File: src/rtl/fmp_pkg.sv
// Shared types and constants of the framed message parser.
package fmp_pkg;

   // Result event codes.
   localparam logic [3:0] EV_CONSUMED    = 4'd0;
   localparam logic [3:0] EV_VERSION     = 4'd1;
   localparam logic [3:0] EV_TYPE        = 4'd2;
   localparam logic [3:0] EV_LENGTH      = 4'd3;
   localparam logic [3:0] EV_PAYLOAD     = 4'd4;
   localparam logic [3:0] EV_DONE        = 4'd5;
   localparam logic [3:0] EV_BAD_HEADER  = 4'd6;
   localparam logic [3:0] EV_BAD_TYPE    = 4'd7;
   localparam logic [3:0] EV_BAD_TRAILER = 4'd8;
   localparam logic [3:0] EV_IGNORED     = 4'd9;

   // Configuration register indexes.
   localparam logic [1:0] CSR_TYPE_CODE_A = 2'd0;
   localparam logic [1:0] CSR_TYPE_CODE_B = 2'd1;
   localparam logic [1:0] CSR_TYPE_CODE_C = 2'd2;

   // Magic bytes of the header and the trailer.
   localparam logic [7:0] MAGIC_HEAD_LO = 8'h51;   // 'Q'
   localparam logic [7:0] MAGIC_HEAD_HI = 8'h47;   // 'G'
   localparam logic [7:0] MAGIC_TAIL_LO = 8'h59;   // 'Y'
   localparam logic [7:0] MAGIC_TAIL_HI = 8'h46;   // 'F'

   localparam int COUNT_W     = 6;
   localparam int QUEUE_DEPTH = 2;
   localparam int QUEUE_AW    = $clog2(QUEUE_DEPTH);
   localparam int QUEUE_CW    = $clog2(QUEUE_DEPTH + 1);

   // One classified input byte as it travels from the front to the back.
   typedef struct packed {
      logic [7:0] rx_byte;
      logic       start_new;
      logic       is_head_lo;
      logic       is_head_hi;
      logic       is_tail_lo;
      logic       is_tail_hi;
   } item_type;

   // Accepted message type codes.
   typedef struct packed {
      logic [31:0] code_a;
      logic [31:0] code_b;
      logic [31:0] code_c;
   } codes_type;

endpackage

File: src/rtl/fmp_front.sv
// Front end: takes input beats and tags magic bytes before they are queued.
module fmp_front (
   input  logic              req_tvalid,
   output logic              req_tready,
   input  logic [7:0]        req_tdata,
   input  logic              req_tuser,
   input  logic              queue_full,
   output logic              push,
   output fmp_pkg::item_type push_item
);

   assign req_tready = !queue_full;
   assign push       = req_tvalid && !queue_full;

   always_comb begin
      push_item.rx_byte    = req_tdata;
      push_item.start_new  = req_tuser;
      push_item.is_head_lo = (req_tdata == fmp_pkg::MAGIC_HEAD_LO);
      push_item.is_head_hi = (req_tdata == fmp_pkg::MAGIC_HEAD_HI);
      push_item.is_tail_lo = (req_tdata == fmp_pkg::MAGIC_TAIL_LO);
      push_item.is_tail_hi = (req_tdata == fmp_pkg::MAGIC_TAIL_HI);
   end

endmodule

File: src/rtl/fmp_queue.sv
// Short queue of classified bytes between the front end and the parser.
module fmp_queue (
   input  logic                              clock,
   input  logic                              reset,
   input  logic                              push,
   input  fmp_pkg::item_type                 push_item,
   input  logic                              pop,
   output logic                              not_empty,
   output logic                              full,
   output logic [fmp_pkg::QUEUE_CW-1:0]      count,
   output fmp_pkg::item_type                 head_item
);

   fmp_pkg::item_type               slot_ff [fmp_pkg::QUEUE_DEPTH];
   logic [fmp_pkg::QUEUE_AW-1:0]    wr_ptr_ff, wr_ptr_in;
   logic [fmp_pkg::QUEUE_AW-1:0]    rd_ptr_ff, rd_ptr_in;
   logic [fmp_pkg::QUEUE_CW-1:0]    count_ff, count_in;

   assign not_empty = (count_ff != '0);
   assign full      = (count_ff == fmp_pkg::QUEUE_CW'(fmp_pkg::QUEUE_DEPTH));
   assign count     = count_ff;
   assign head_item = slot_ff[rd_ptr_ff];

   always_comb begin
      wr_ptr_in = wr_ptr_ff;
      rd_ptr_in = rd_ptr_ff;
      count_in  = count_ff;
      if (push) begin
         wr_ptr_in = (wr_ptr_ff == fmp_pkg::QUEUE_AW'(fmp_pkg::QUEUE_DEPTH - 1)) ?
                     '0 : wr_ptr_ff + 1'b1;
      end
      if (pop) begin
         rd_ptr_in = (rd_ptr_ff == fmp_pkg::QUEUE_AW'(fmp_pkg::QUEUE_DEPTH - 1)) ?
                     '0 : rd_ptr_ff + 1'b1;
      end
      if (push && !pop) begin
         count_in = count_ff + 1'b1;
      end else if (pop && !push) begin
         count_in = count_ff - 1'b1;
      end
   end

   always_ff @(posedge clock) begin
      if (reset) begin
         wr_ptr_ff <= '0;
         rd_ptr_ff <= '0;
         count_ff  <= '0;
      end else begin
         wr_ptr_ff <= wr_ptr_in;
         rd_ptr_ff <= rd_ptr_in;
         count_ff  <= count_in;
      end
   end

   always_ff @(posedge clock) begin
      if (push) begin
         slot_ff[wr_ptr_ff] <= push_item;
      end
   end

endmodule

File: src/rtl/fmp_parser.sv
// Back end: frame parsing state machine with a registered result beat.
module fmp_parser #(
   parameter int EXTEND_BYTES = 32
) (
   input  logic               clock,
   input  logic               reset,
   input  logic               item_valid,
   input  fmp_pkg::item_type  item,
   input  fmp_pkg::codes_type codes,
   output logic               pop,
   output logic               rsp_tvalid,
   input  logic               rsp_tready,
   output logic [3:0]         rsp_event,
   output logic [31:0]        rsp_value,
   output logic               rsp_last
);

   localparam logic [3:0] PH_HEADER  = 4'd0;
   localparam logic [3:0] PH_VERSION = 4'd1;
   localparam logic [3:0] PH_TYPE    = 4'd2;
   localparam logic [3:0] PH_EXTEND  = 4'd3;
   localparam logic [3:0] PH_LENGTH  = 4'd4;
   localparam logic [3:0] PH_DATA    = 4'd5;
   localparam logic [3:0] PH_TRAILER = 4'd6;

   localparam logic [fmp_pkg::COUNT_W-1:0] EXT_COUNT = fmp_pkg::COUNT_W'(EXTEND_BYTES);
   localparam logic [3:0] PH_AFTER_TYPE = (EXTEND_BYTES == 0) ? PH_LENGTH : PH_EXTEND;

   logic [3:0]                  phase_ff, phase_in;
   logic [fmp_pkg::COUNT_W-1:0] count_ff, count_in;
   logic [31:0]                 acc_ff, acc_in;
   logic [31:0]                 remain_ff, remain_in;
   logic                        halted_ff, halted_in;
   logic                        lead_ok_ff, lead_ok_in;
   logic                        rsp_valid_ff, rsp_valid_in;
   logic [3:0]                  event_ff, event_in;
   logic [31:0]                 value_ff, value_in;
   logic                        last_ff, last_in;

   // State as seen by this byte, after a possible restart.
   logic [3:0]                  cur_phase;
   logic [fmp_pkg::COUNT_W-1:0] cur_count;
   logic [31:0]                 cur_acc;
   logic [31:0]                 cur_remain;
   logic                        cur_halted;
   logic [31:0]                 gathered;
   logic [fmp_pkg::COUNT_W-1:0] count_inc;
   logic                        type_match;

   assign pop        = item_valid && (!rsp_valid_ff || rsp_tready);
   assign rsp_tvalid = rsp_valid_ff;
   assign rsp_event  = event_ff;
   assign rsp_value  = value_ff;
   assign rsp_last   = last_ff;

   always_comb begin
      cur_phase  = item.start_new ? PH_HEADER : phase_ff;
      cur_count  = item.start_new ? '0 : count_ff;
      cur_acc    = item.start_new ? '0 : acc_ff;
      cur_remain = item.start_new ? '0 : remain_ff;
      cur_halted = item.start_new ? 1'b0 : halted_ff;
      gathered   = cur_acc | (32'(item.rx_byte) << {cur_count[1:0], 3'b000});
      count_inc  = cur_count + 1'b1;
      type_match = (gathered == codes.code_a) || (gathered == codes.code_b) ||
                   (gathered == codes.code_c);

      phase_in   = cur_phase;
      count_in   = cur_count;
      acc_in     = cur_acc;
      remain_in  = cur_remain;
      halted_in  = cur_halted;
      lead_ok_in = lead_ok_ff;
      event_in   = fmp_pkg::EV_CONSUMED;
      value_in   = '0;
      last_in    = 1'b0;

      if (cur_halted) begin
         event_in = fmp_pkg::EV_IGNORED;
      end else begin
         unique case (cur_phase)
            PH_HEADER: begin
               if (cur_count == '0) begin
                  lead_ok_in = item.is_head_lo;
                  count_in   = count_inc;
               end else if (lead_ok_ff && item.is_head_hi) begin
                  phase_in = PH_VERSION;
                  count_in = '0;
                  acc_in   = '0;
               end else begin
                  count_in  = count_inc;
                  event_in  = fmp_pkg::EV_BAD_HEADER;
                  halted_in = 1'b1;
               end
            end
            PH_VERSION: begin
               if (cur_count == '0) begin
                  acc_in   = gathered;
                  count_in = count_inc;
               end else begin
                  event_in = fmp_pkg::EV_VERSION;
                  value_in = {16'h0000, gathered[15:0]};
                  phase_in = PH_TYPE;
                  count_in = '0;
                  acc_in   = '0;
               end
            end
            PH_TYPE: begin
               if (cur_count[1:0] != 2'd3) begin
                  acc_in   = gathered;
                  count_in = count_inc;
               end else if (type_match) begin
                  event_in = fmp_pkg::EV_TYPE;
                  value_in = gathered;
                  phase_in = PH_AFTER_TYPE;
                  count_in = '0;
                  acc_in   = '0;
               end else begin
                  event_in  = fmp_pkg::EV_BAD_TYPE;
                  halted_in = 1'b1;
               end
            end
            PH_EXTEND: begin
               if (count_inc >= EXT_COUNT) begin
                  phase_in = PH_LENGTH;
                  count_in = '0;
                  acc_in   = '0;
               end else begin
                  count_in = count_inc;
               end
            end
            PH_LENGTH: begin
               if (cur_count[1:0] != 2'd3) begin
                  acc_in   = gathered;
                  count_in = count_inc;
               end else begin
                  // A zero length skips the payload and goes to the trailer.
                  event_in  = fmp_pkg::EV_LENGTH;
                  value_in  = gathered;
                  remain_in = gathered;
                  phase_in  = (gathered == '0) ? PH_TRAILER : PH_DATA;
                  count_in  = '0;
                  acc_in    = '0;
               end
            end
            PH_DATA: begin
               event_in = fmp_pkg::EV_PAYLOAD;
               value_in = 32'(item.rx_byte);
               if (cur_remain[31:1] == '0) begin
                  last_in   = 1'b1;
                  remain_in = '0;
                  phase_in  = PH_TRAILER;
                  count_in  = '0;
                  acc_in    = '0;
               end else begin
                  remain_in = cur_remain - 1'b1;
               end
            end
            PH_TRAILER: begin
               if (cur_count == '0) begin
                  lead_ok_in = item.is_tail_lo;
                  count_in   = count_inc;
               end else begin
                  count_in  = count_inc;
                  event_in  = (lead_ok_ff && item.is_tail_hi) ?
                              fmp_pkg::EV_DONE : fmp_pkg::EV_BAD_TRAILER;
                  halted_in = 1'b1;
               end
            end
            default: begin
               phase_in  = PH_HEADER;
               count_in  = '0;
               acc_in    = '0;
               remain_in = '0;
               halted_in = 1'b0;
            end
         endcase
      end

      if (pop) begin
         rsp_valid_in = 1'b1;
      end else if (rsp_tready) begin
         rsp_valid_in = 1'b0;
      end else begin
         rsp_valid_in = rsp_valid_ff;
      end
   end

   always_ff @(posedge clock) begin
      if (reset) begin
         phase_ff     <= PH_HEADER;
         count_ff     <= '0;
         acc_ff       <= '0;
         remain_ff    <= '0;
         halted_ff    <= 1'b0;
         lead_ok_ff   <= 1'b0;
         rsp_valid_ff <= 1'b0;
      end else begin
         rsp_valid_ff <= rsp_valid_in;
         if (pop) begin
            phase_ff   <= phase_in;
            count_ff   <= count_in;
            acc_ff     <= acc_in;
            remain_ff  <= remain_in;
            halted_ff  <= halted_in;
            lead_ok_ff <= lead_ok_in;
         end
      end
   end

   always_ff @(posedge clock) begin
      if (pop) begin
         event_ff <= event_in;
         value_ff <= value_in;
         last_ff  <= last_in;
      end
   end

endmodule

File: src/rtl/framed_message_parser_core.sv
// Each input beat is first written into the byte queue; the parser then registers its result beat.
// Throughput: one byte per cycle while the output is not stalled; the two-entry byte queue and the
// result register decouple the input from the output, so either side may stall without losing a beat.
// Reset (synchronous, active high) empties the queue, drops any pending result, puts the
// parser at the frame header and restores the type codes to 0, 1 and 2.
// Top level of the framed message parser core.
module framed_message_parser_core #(
   parameter int EXTEND_BYTES = 32
) (
   input  logic        clock,
   input  logic        reset,
   // Input byte stream.
   input  logic        req_tvalid,
   output logic        req_tready,
   input  logic [7:0]  req_tdata,   // [7:0] rx_byte
   input  logic        req_tuser,   // [0] start_new
   // Result events.
   output logic        rsp_tvalid,
   input  logic        rsp_tready,
   output logic [31:0] rsp_tdata,   // [31:0] value
   output logic [3:0]  rsp_tuser,   // [3:0] event_res
   output logic        rsp_tlast,   // payload_last
   // Configuration writes.
   input  logic        csr_we,
   input  logic [1:0]  csr_index,
   input  logic [31:0] csr_wdata
);

   // The accepted type codes. The user must change them only while the parser is idle (the block does
   // not enforce this), and the parser reads them directly without any synchronization.
   logic [31:0] code_a_ff, code_b_ff, code_c_ff;
   fmp_pkg::codes_type codes;

   always_ff @(posedge clock) begin
      if (reset) begin
         code_a_ff <= 32'd0;
         code_b_ff <= 32'd1;
         code_c_ff <= 32'd2;
      end else if (csr_we) begin
         case (csr_index)
            fmp_pkg::CSR_TYPE_CODE_A: code_a_ff <= csr_wdata;
            fmp_pkg::CSR_TYPE_CODE_B: code_b_ff <= csr_wdata;
            fmp_pkg::CSR_TYPE_CODE_C: code_c_ff <= csr_wdata;
            default: ;
         endcase
      end
   end

   assign codes.code_a = code_a_ff;
   assign codes.code_b = code_b_ff;
   assign codes.code_c = code_c_ff;

   // The front end tags each byte with its magic byte matches and pushes it into
   // the queue whenever the queue has room.
   logic                             push;
   logic                             pop;
   logic                             queue_full;
   logic                             queue_not_empty;
   logic [fmp_pkg::QUEUE_CW-1:0]     queue_count;
   fmp_pkg::item_type                push_item;
   fmp_pkg::item_type                head_item;

   fmp_front u_front (
      .req_tvalid (req_tvalid),
      .req_tready (req_tready),
      .req_tdata  (req_tdata),
      .req_tuser  (req_tuser),
      .queue_full (queue_full),
      .push       (push),
      .push_item  (push_item)
   );

   fmp_queue u_queue (
      .clock     (clock),
      .reset     (reset),
      .push      (push),
      .push_item (push_item),
      .pop       (pop),
      .not_empty (queue_not_empty),
      .full      (queue_full),
      .count     (queue_count),
      .head_item (head_item)
   );

   // The parser takes one byte from the queue in every cycle in which its result
   // register is empty or being drained, and produces exactly one event per byte.
   fmp_parser #(
      .EXTEND_BYTES (EXTEND_BYTES)
   ) u_parser (
      .clock      (clock),
      .reset      (reset),
      .item_valid (queue_not_empty),
      .item       (head_item),
      .codes      (codes),
      .pop        (pop),
      .rsp_tvalid (rsp_tvalid),
      .rsp_tready (rsp_tready),
      .rsp_event  (rsp_tuser),
      .rsp_value  (rsp_tdata),
      .rsp_last   (rsp_tlast)
   );

   // The queue never holds more beats than it has slots.
   assert property (@(posedge clock) disable iff (reset)
      queue_count <= fmp_pkg::QUEUE_CW'(fmp_pkg::QUEUE_DEPTH))
      else $error("byte queue count exceeds its depth");

   // A full queue must hold off the input side.
   assert property (@(posedge clock) disable iff (reset)
      queue_full |-> !req_tready)
      else $error("input accepted while the byte queue is full");

   // The last-of-payload mark only ever comes with a payload event.
   assert property (@(posedge clock) disable iff (reset)
      (rsp_tvalid && rsp_tlast) |-> (rsp_tuser == fmp_pkg::EV_PAYLOAD))
      else $error("payload last set on a non-payload event");

   // Events other than version, type, length and payload carry a zero value.
   assert property (@(posedge clock) disable iff (reset)
      (rsp_tvalid && (rsp_tuser != fmp_pkg::EV_VERSION) &&
       (rsp_tuser != fmp_pkg::EV_TYPE) && (rsp_tuser != fmp_pkg::EV_LENGTH) &&
       (rsp_tuser != fmp_pkg::EV_PAYLOAD)) |-> (rsp_tdata == 32'd0))
      else $error("non-zero value on an event that carries none");

endmodule
File: config.mk
export PLATFORM = sky130hd
export DESIGN_NAME = framed_message_parser_core
export DESIGN_NICKNAME = d
export VERILOG_FILES = /design/src/rtl/fmp_pkg.sv /design/src/rtl/fmp_front.sv /design/src/rtl/fmp_queue.sv /design/src/rtl/fmp_parser.sv /design/src/rtl/framed_message_parser_core.sv
export SDC_FILE = /design/constraint.sdc
export NUM_CORES = 1
export LEC_CHECK = 0
export BUFFER_PORTS_ARGS = -buffer_cell sky130_fd_sc_hd__clkbuf_2
export CAP_MARGIN = 20
export CORE_AREA = 10 10 218 220
export CTS_BUF_LIST = sky130_fd_sc_hd__clkbuf_4 sky130_fd_sc_hd__clkbuf_8 sky130_fd_sc_hd__clkbuf_16
export DETAILED_ROUTE_END_ITERATION = 16
export DIE_AREA = 0 0 228 230
export GPL_TIMING_DRIVEN = 0
export HOLD_SLACK_MARGIN = 0.15
export SETUP_SLACK_MARGIN = 0.05
export SLEW_MARGIN = 10
export SYNTH_ARGS = -nofsm -noshare
export SYNTH_HDL_FRONTEND = slang
export SYNTH_SLANG_ARGS = --single-unit
File: constraint.sdc
create_clock -name clock -period 4.2 [get_ports clock]
set_input_delay 0.21 -clock clock [delete_from_list [all_inputs] [get_ports clock]]
set_output_delay 0.21 -clock clock [all_outputs]
set_load 0.01 [all_outputs]
---- Word level (Yosys, flattened, before mapping) ----
Memory sizes are Yosys's and may differ from the RTL's. A register that Yosys moved wholly into a read port is not among the register bits.
Index checks and enable logic that the tools add are counted.
storage, ports and cells
  flip-flop bits (word level) ............. 214
  bits in writable memories ............... 26
  input bits .............................. 48
  output and inout bits ................... 39
  memories ................................ 1
operators by class
  $add $sub $neg .......................... 6
  order comparisons ....................... 1
  eq/ne operators ......................... 19
  shift-type cells ........................ 1
  multiplexer cells ....................... 75
  bitwise operators ....................... 3
  reduce and logical (&&, ||, !) cells .... 28
memories
  name             words  width  read ports  clocked after memory_dff  wr ports  RTL line         RTL
  u_queue.slot_ff  2      13     1           1                         1         fmp_queue.sv:14  fmp_pkg::item_type slot_ff [fmp_pkg::QUEUE_DEPTH];
operators by type and width
  operator                                                               count
  32-bit two-way mux                                                     17
  32-bit one-hot mux with 7 select lines                                 1
  32-bit one-hot mux with 4 select lines                                 1
  32-bit equality test                                                   3
  32-bit one-hot mux with 3 select lines                                 1
  6-bit two-way mux                                                      10
  4-bit two-way mux                                                      14
  6-bit one-hot mux with 7 select lines                                  1
  8-bit by 7-bit equality test with 1-bit output, second input constant  4
  32-bit logical NOT                                                     1
  32-bit OR                                                              1
  8-bit by 5-bit left shift with 32-bit output                           1
  32-bit by 1-bit subtractor with 32-bit output, second input constant   1
  31-bit logical NOT                                                     1
  4-bit one-hot mux with 7 select lines                                  1
  4-bit one-hot mux with 6 select lines                                  1
  1-bit two-way mux                                                      19
  16-bit two-way mux                                                     1
  4-bit by 3-bit equality test with 1-bit output, second input constant  3
  4-bit by 2-bit equality test with 1-bit output, second input constant  2
  2-bit two-way mux                                                      4
  2-bit nonzero test                                                     4
  6-bit by 1-bit adder with 6-bit output, second input constant          1
  6-bit greater-or-equal comparator, second input constant               1
  22 further kinds                                                       39

---- Depth between registers and ports, before layout ----
  depth in word-level cells ............... 10
  gate-level depth with buffers ........... 20

---- Hierarchy ----
A second synthesis with hierarchy kept.
unflattened totals
  cell total of the unflattened synthesis .. 1533
  area, all modules ....................... 13909.6 um^2
modules (own cells, without submodules)
  module                      times used  cells an instance  area an instance (um^2)  seq. area each (um^2)
  fmp_parser                  1           1098               8710.9                   2652.5
  framed_message_parser_core  1           353                3901.2                   1921.8
  fmp_queue                   1           62                 1142.3                   880.8
  fmp_front                   1           20                 155.1                    0.0

---- Worst setup path before layout ----
Ideal clock, no wire load.
  kind .................................... register to register
  start point ............................. reg with a tool-made name
  end point ............................... reg u_parser.acc_ff[10]
  arrival time ............................ 4.065 ns
  slack ................................... 0.006 ns
  cell stages (with the launch flop) ...... 21
  path buffers ............................ 9
  path through ............................ dfxtp_1 > buf_4 > mux2i_1 > buf_2 > buf_4 > buf_2 > buf_2 > clkbuf_1 > clkbuf_1 > clkbuf_1 > buf_1 > nand2_1 > ha_1 > nor2_1 > a21oi_1 > nor3_1 > a21oi_1 > o21ai_0 > nand2_1 > nand2b_1 > a22oi_1
RTL lines
  what                    RTL line           RTL
  end signal: assignment  fmp_parser.sv:202  acc_ff <= acc_in;
  end: declaration        fmp_parser.sv:31   logic [31:0] acc_ff, acc_in;

==> summary.txt <==
Power
  • Cell Pwr Density: 558 nW/um^2
  • Lkg Pwr: 5.70 nW
  • Peak supply drop: between 0.3 and 0.4 mV

Worst setup path
  • R2R Path End: u_parser.rsp_value[28]
  • Worst R2R Setup Slack: -0.009 ns
  • Worst path required time: ~4.6 ns
  • Startpoint class of the critical path: flop
  • Critical Path End Type: flop
  • Reg2reg path depth: 12
  • Kind of critical path: reg -> reg
  • Arrival @ worst endpoint: ~4.6 ns
  • Critical Path Fanout Max: 10

STA
  • Slew Limit Fails: 0
  • Fmax: about 240 MHz
  • Final worst-path cycle share: 100%
  • Final setup viols: 1
  • Tmin final: 4.21 ns
  • RSZ-0062 raised after global routing: true
  • Final hold violation count: 0
  • Relative slew slack: between 30% and 40%
  • Fin worst setup slack: -0.00887 ns
  • Clock Skew: a little under 0.02 ns
  • Slew @ Worst Pin: between 0.9 and 1 ns

Clocking
  • CTS H-tree lvls: 1
  • Clock buffer depth: 3
  • CTS tree: done
  • Later-pin clock latency in the skew report: ~0.59 ns
  • Num CTS Buffers: 29
  • Clk slew on worst S/H paths: 0.06 ns
  • Clk sinks: 241
  • Clk Tree Root Cell: clkbuf_16

Flow run
  • Maximum capacitance violations: 0

GRT
  • Total grt overflow: 0
  • Antenna violations before repair: 0
  • Largest net degree at the start of global routing: 45
  • First-pass GRT wire length: 80600 um
  • GRT Total Usage: 19.9%
  • Vias in the first global route: ~12000

Hold path
  • Hold depth: 4
  • Hold crit path type: in -> reg
  • Hold endpoint: code_c_ff[1]
  • Min-Delay Startpoint: csr_we

Synth
  • Post-synth ARST share: 0%
  • Post-synth cell types: 75
  • Number of synthesized flops with an enable pin: 63
  • Syn nets: between 1500 and 2000
  • Cell Area, Synth: 12800 um^2
  • Sequential area share after synthesis: between 40% and 50%
  • Top FF cell, synth: dfxtp_1
  • Yosys warns: 0
  • Syn avg cell area: roughly 8 um^2
  • Synth area leader: dfxtp_1
  • Seq cells post-synth: 241
  • Synth area leaders: dfxtp_1, edfxtp_1, nand2_1
  • Synth Instances: 1575
  • Synth top area share: about 28%

Placement
  • DP Area: 14000 um^2
  • DP Wirelength: between 40000 and 50000 um
  • Final RePlAce weighted congestion: around 0.97
  • Number of port buffers: 86
  • Place WS: -2.22 ns

Layout
  • Area of the multi-input gates: a little over 7000 um^2
  • Post-route design area: 16100 um^2
  • Layout area overhead: 25.8%
  • Ant diodes: 0
  • Fillers: between 4000 and 5000
  • Layout cell share with drive strength beyond 1: between 10% and 20%
  • Sequential cell area: approximately 5500 um^2
  • Nets: between 1500 and 2000

Routing
  • Vias: between 10000 and 15000
  • Vias per cell: ~5.6
  • TritonRoute pass-1 iters: 7
  • Detail Route Antenna Nets: 0
  • DRC viols: 0
  • DRT iter0 DRCs: roughly 1500
  • Routed WL: ~55000 um
  • Average wire per standard cell: about 23 um

Floorplanning
  • Starting density of the core: 29.8%
  • Die H: ~230 um
  • Io pins: 87
  • Row count: 76
  • Die span in x: 228 um
  • Die area: 52400 um^2
  • Placeable Area: approximately 43000 um^2

Run status
  • Failing checks: setup timing
  • Outcome: finished with violations
==> through the flow <==
stage | hold slack (ns) | cells | setup TNS [ns] | util, % | total power, mW
after floorplan | 0.309 | 1575 | 0 | - | 4.59
after CTS | 0.174 | 2351 | 0 | 36.9 | 8.82
after global placement | 0.412 | 2246 | -148.90 | 32.5 | 5.79
after detailed placement | 0.420 | 2248 | -143.22 | 32.6 | 5.81
final | 0.211 | 2361 | -0.00887 | 37.5 | 8.98
after global routing | 0.263 | 2361 | -0.0308 | 37.5 | 9.24
==> critical path: stages, from the launching register on <==
cell      delay, ns
dfxtp_1        0.31
buf_4          0.16
mux2_2         0.47
o211ai_4       0.61
xnor2_1        0.23
or3b_2         0.49
nand4b_1       0.23
nor4_4         0.40
o2bb2a_4       0.23
a21boi_4       0.24
o21ai_4        0.15
buf_4          0.26
nor3_2         0.22
==> cells in the mapped netlist (6+ instances only) <==
| master | count |
|---|---|
| o211ai_1 | 28 |
| nor3_1 | 41 |
| and2_1 | 12 |
| or3_1 | 23 |
| or4_1 | 6 |
| mux2_2 | 7 |
| a21o_1 | 13 |
| o31ai_1 | 6 |
| nor4_1 | 24 |
| inv_1 | 19 |
| o22ai_1 | 16 |
| edfxtp_1 | 63 |
| o21a_1 | 6 |
| buf_2 | 9 |
| nor3_2 | 6 |
| nor3b_1 | 9 |
| nand2_1 | 287 |
| a22oi_1 | 28 |
| a21oi_1 | 202 |
| nand3_1 | 28 |
| xnor2_1 | 35 |
| o21ai_0 | 92 |
| a32o_1 | 7 |
| dfxtp_1 | 178 |
| o2bb2ai_1 | 6 |
| nand4_1 | 17 |
| xor2_1 | 38 |
| nor2_1 | 129 |
| and3_1 | 7 |
| a211oi_1 | 10 |
| clkbuf_1 | 80 |
| nand2b_1 | 11 |
| o211ai_2 | 6 |
| mux2i_1 | 12 |
| o21ai_1 | 10 |
| buf_1 | 10 |
| nand4b_1 | 7 |
| nand3b_1 | 8 |
==> sequential cells by signal, summed over array words and instances (netlist names), 2 cells and up, named ones only <==
signal,cells
u_parser.remain_ff,32
code_b_ff,32
code_a_ff,32
u_parser.phase_ff,4
u_parser.rsp_value,32
u_parser.count_ff,6
u_queue.count,2
code_c_ff,32
u_queue.slot_ff,26
u_parser.rsp_event,4
u_parser.acc_ff,32
==> area by class of cell <==
| cell class | count | share of cell area, % |
|---|---|---|
| inverter | 20 | 0.474 |
| timing repair buffer | 154 | 6.69 |
| tap | 585 | 4.55 |
| multi-input combinational | 1210 | 44.6 |
| clock inverter | 15 | 1.38 |
| clock buffer | 38 | 5.35 |
| buffer | 98 | 3.10 |
| sequential | 241 | 33.9 |
==> layout by cell type, fill, tap and decap left out, types with 17 or more instances in the layout <==
master,synthesis,routed
dfxtp_1,178,178
nor2_1,129,112
a22oi_1,28,28
clkbuf_2,0,96
nand2_1,287,285
o21ai_0,92,90
o211ai_1,28,28
buf_4,3,20
nor4_1,24,19
xnor2_1,35,35
nand4_1,17,17
clkbuf_1,80,61
inv_1,19,19
dlygate4sd3_1,0,48
nand3_1,28,28
or3_1,23,23
nor3_1,41,38
clkbuf_16,0,30
edfxtp_1,63,63
xor2_1,38,38
a21oi_1,202,195
==> kinds of logic after synthesis <==
family	count (synthesis)	share of synthesized area, %
compound gates	475	22.8
fa+ha+maj	4	0.391
buf+inv	124	3.93
flops	241	42.6
mux	23	2.08
xor+xnor	73	5.00
simple gates	635	23.2
==> report_power, final <==
group	switching (mW)	total (mW)	internal, mW
Clock	1.08	2.83	1.75
Sequential	0.121	2.82	2.70
Combinational	2.38	3.32	0.944
==> routing by layer <==
layer	up-vias	wire [um]	global-route usage, %
met5	-	0	0
met4	0	2890	9.71
met3	166	5220	3.55
met2	798	24200	30.8
met1	6322	23000	26.4
li1	6030	-	-
==> what timing repair did <==
| item | in CTS | in global routing |
|---|---|---|
| pin swaps | 6 | 11 |
| endpoints found under the setup margin | 110 | 82 |
| resized for setup | 73 | 47 |
| hold buffers | 48 | 0 |
| setup buffers | 6 | 12 |
| endpoints found under the hold margin | 127 | 0 |
==> worst max-delay path by stage <==
stage | slack [ns] | end | start | depth (start not counted)
CTS | 0.06 | u_parser.acc_ff[22] | flop | 19
detailed placement | -2.22 | u_parser.acc_ff[13] | flop | 20
floorplan | 0.09 | u_parser.acc_ff[10] | flop | 20
finish | -0.009 | u_parser.rsp_value[28] | flop | 12
global placement | -2.30 | u_parser.acc_ff[15] | flop | 20
global route | -0.01 | u_parser.rsp_value[28] | flop | 14
Note: power is estimated with default switching activity, not from simulation.
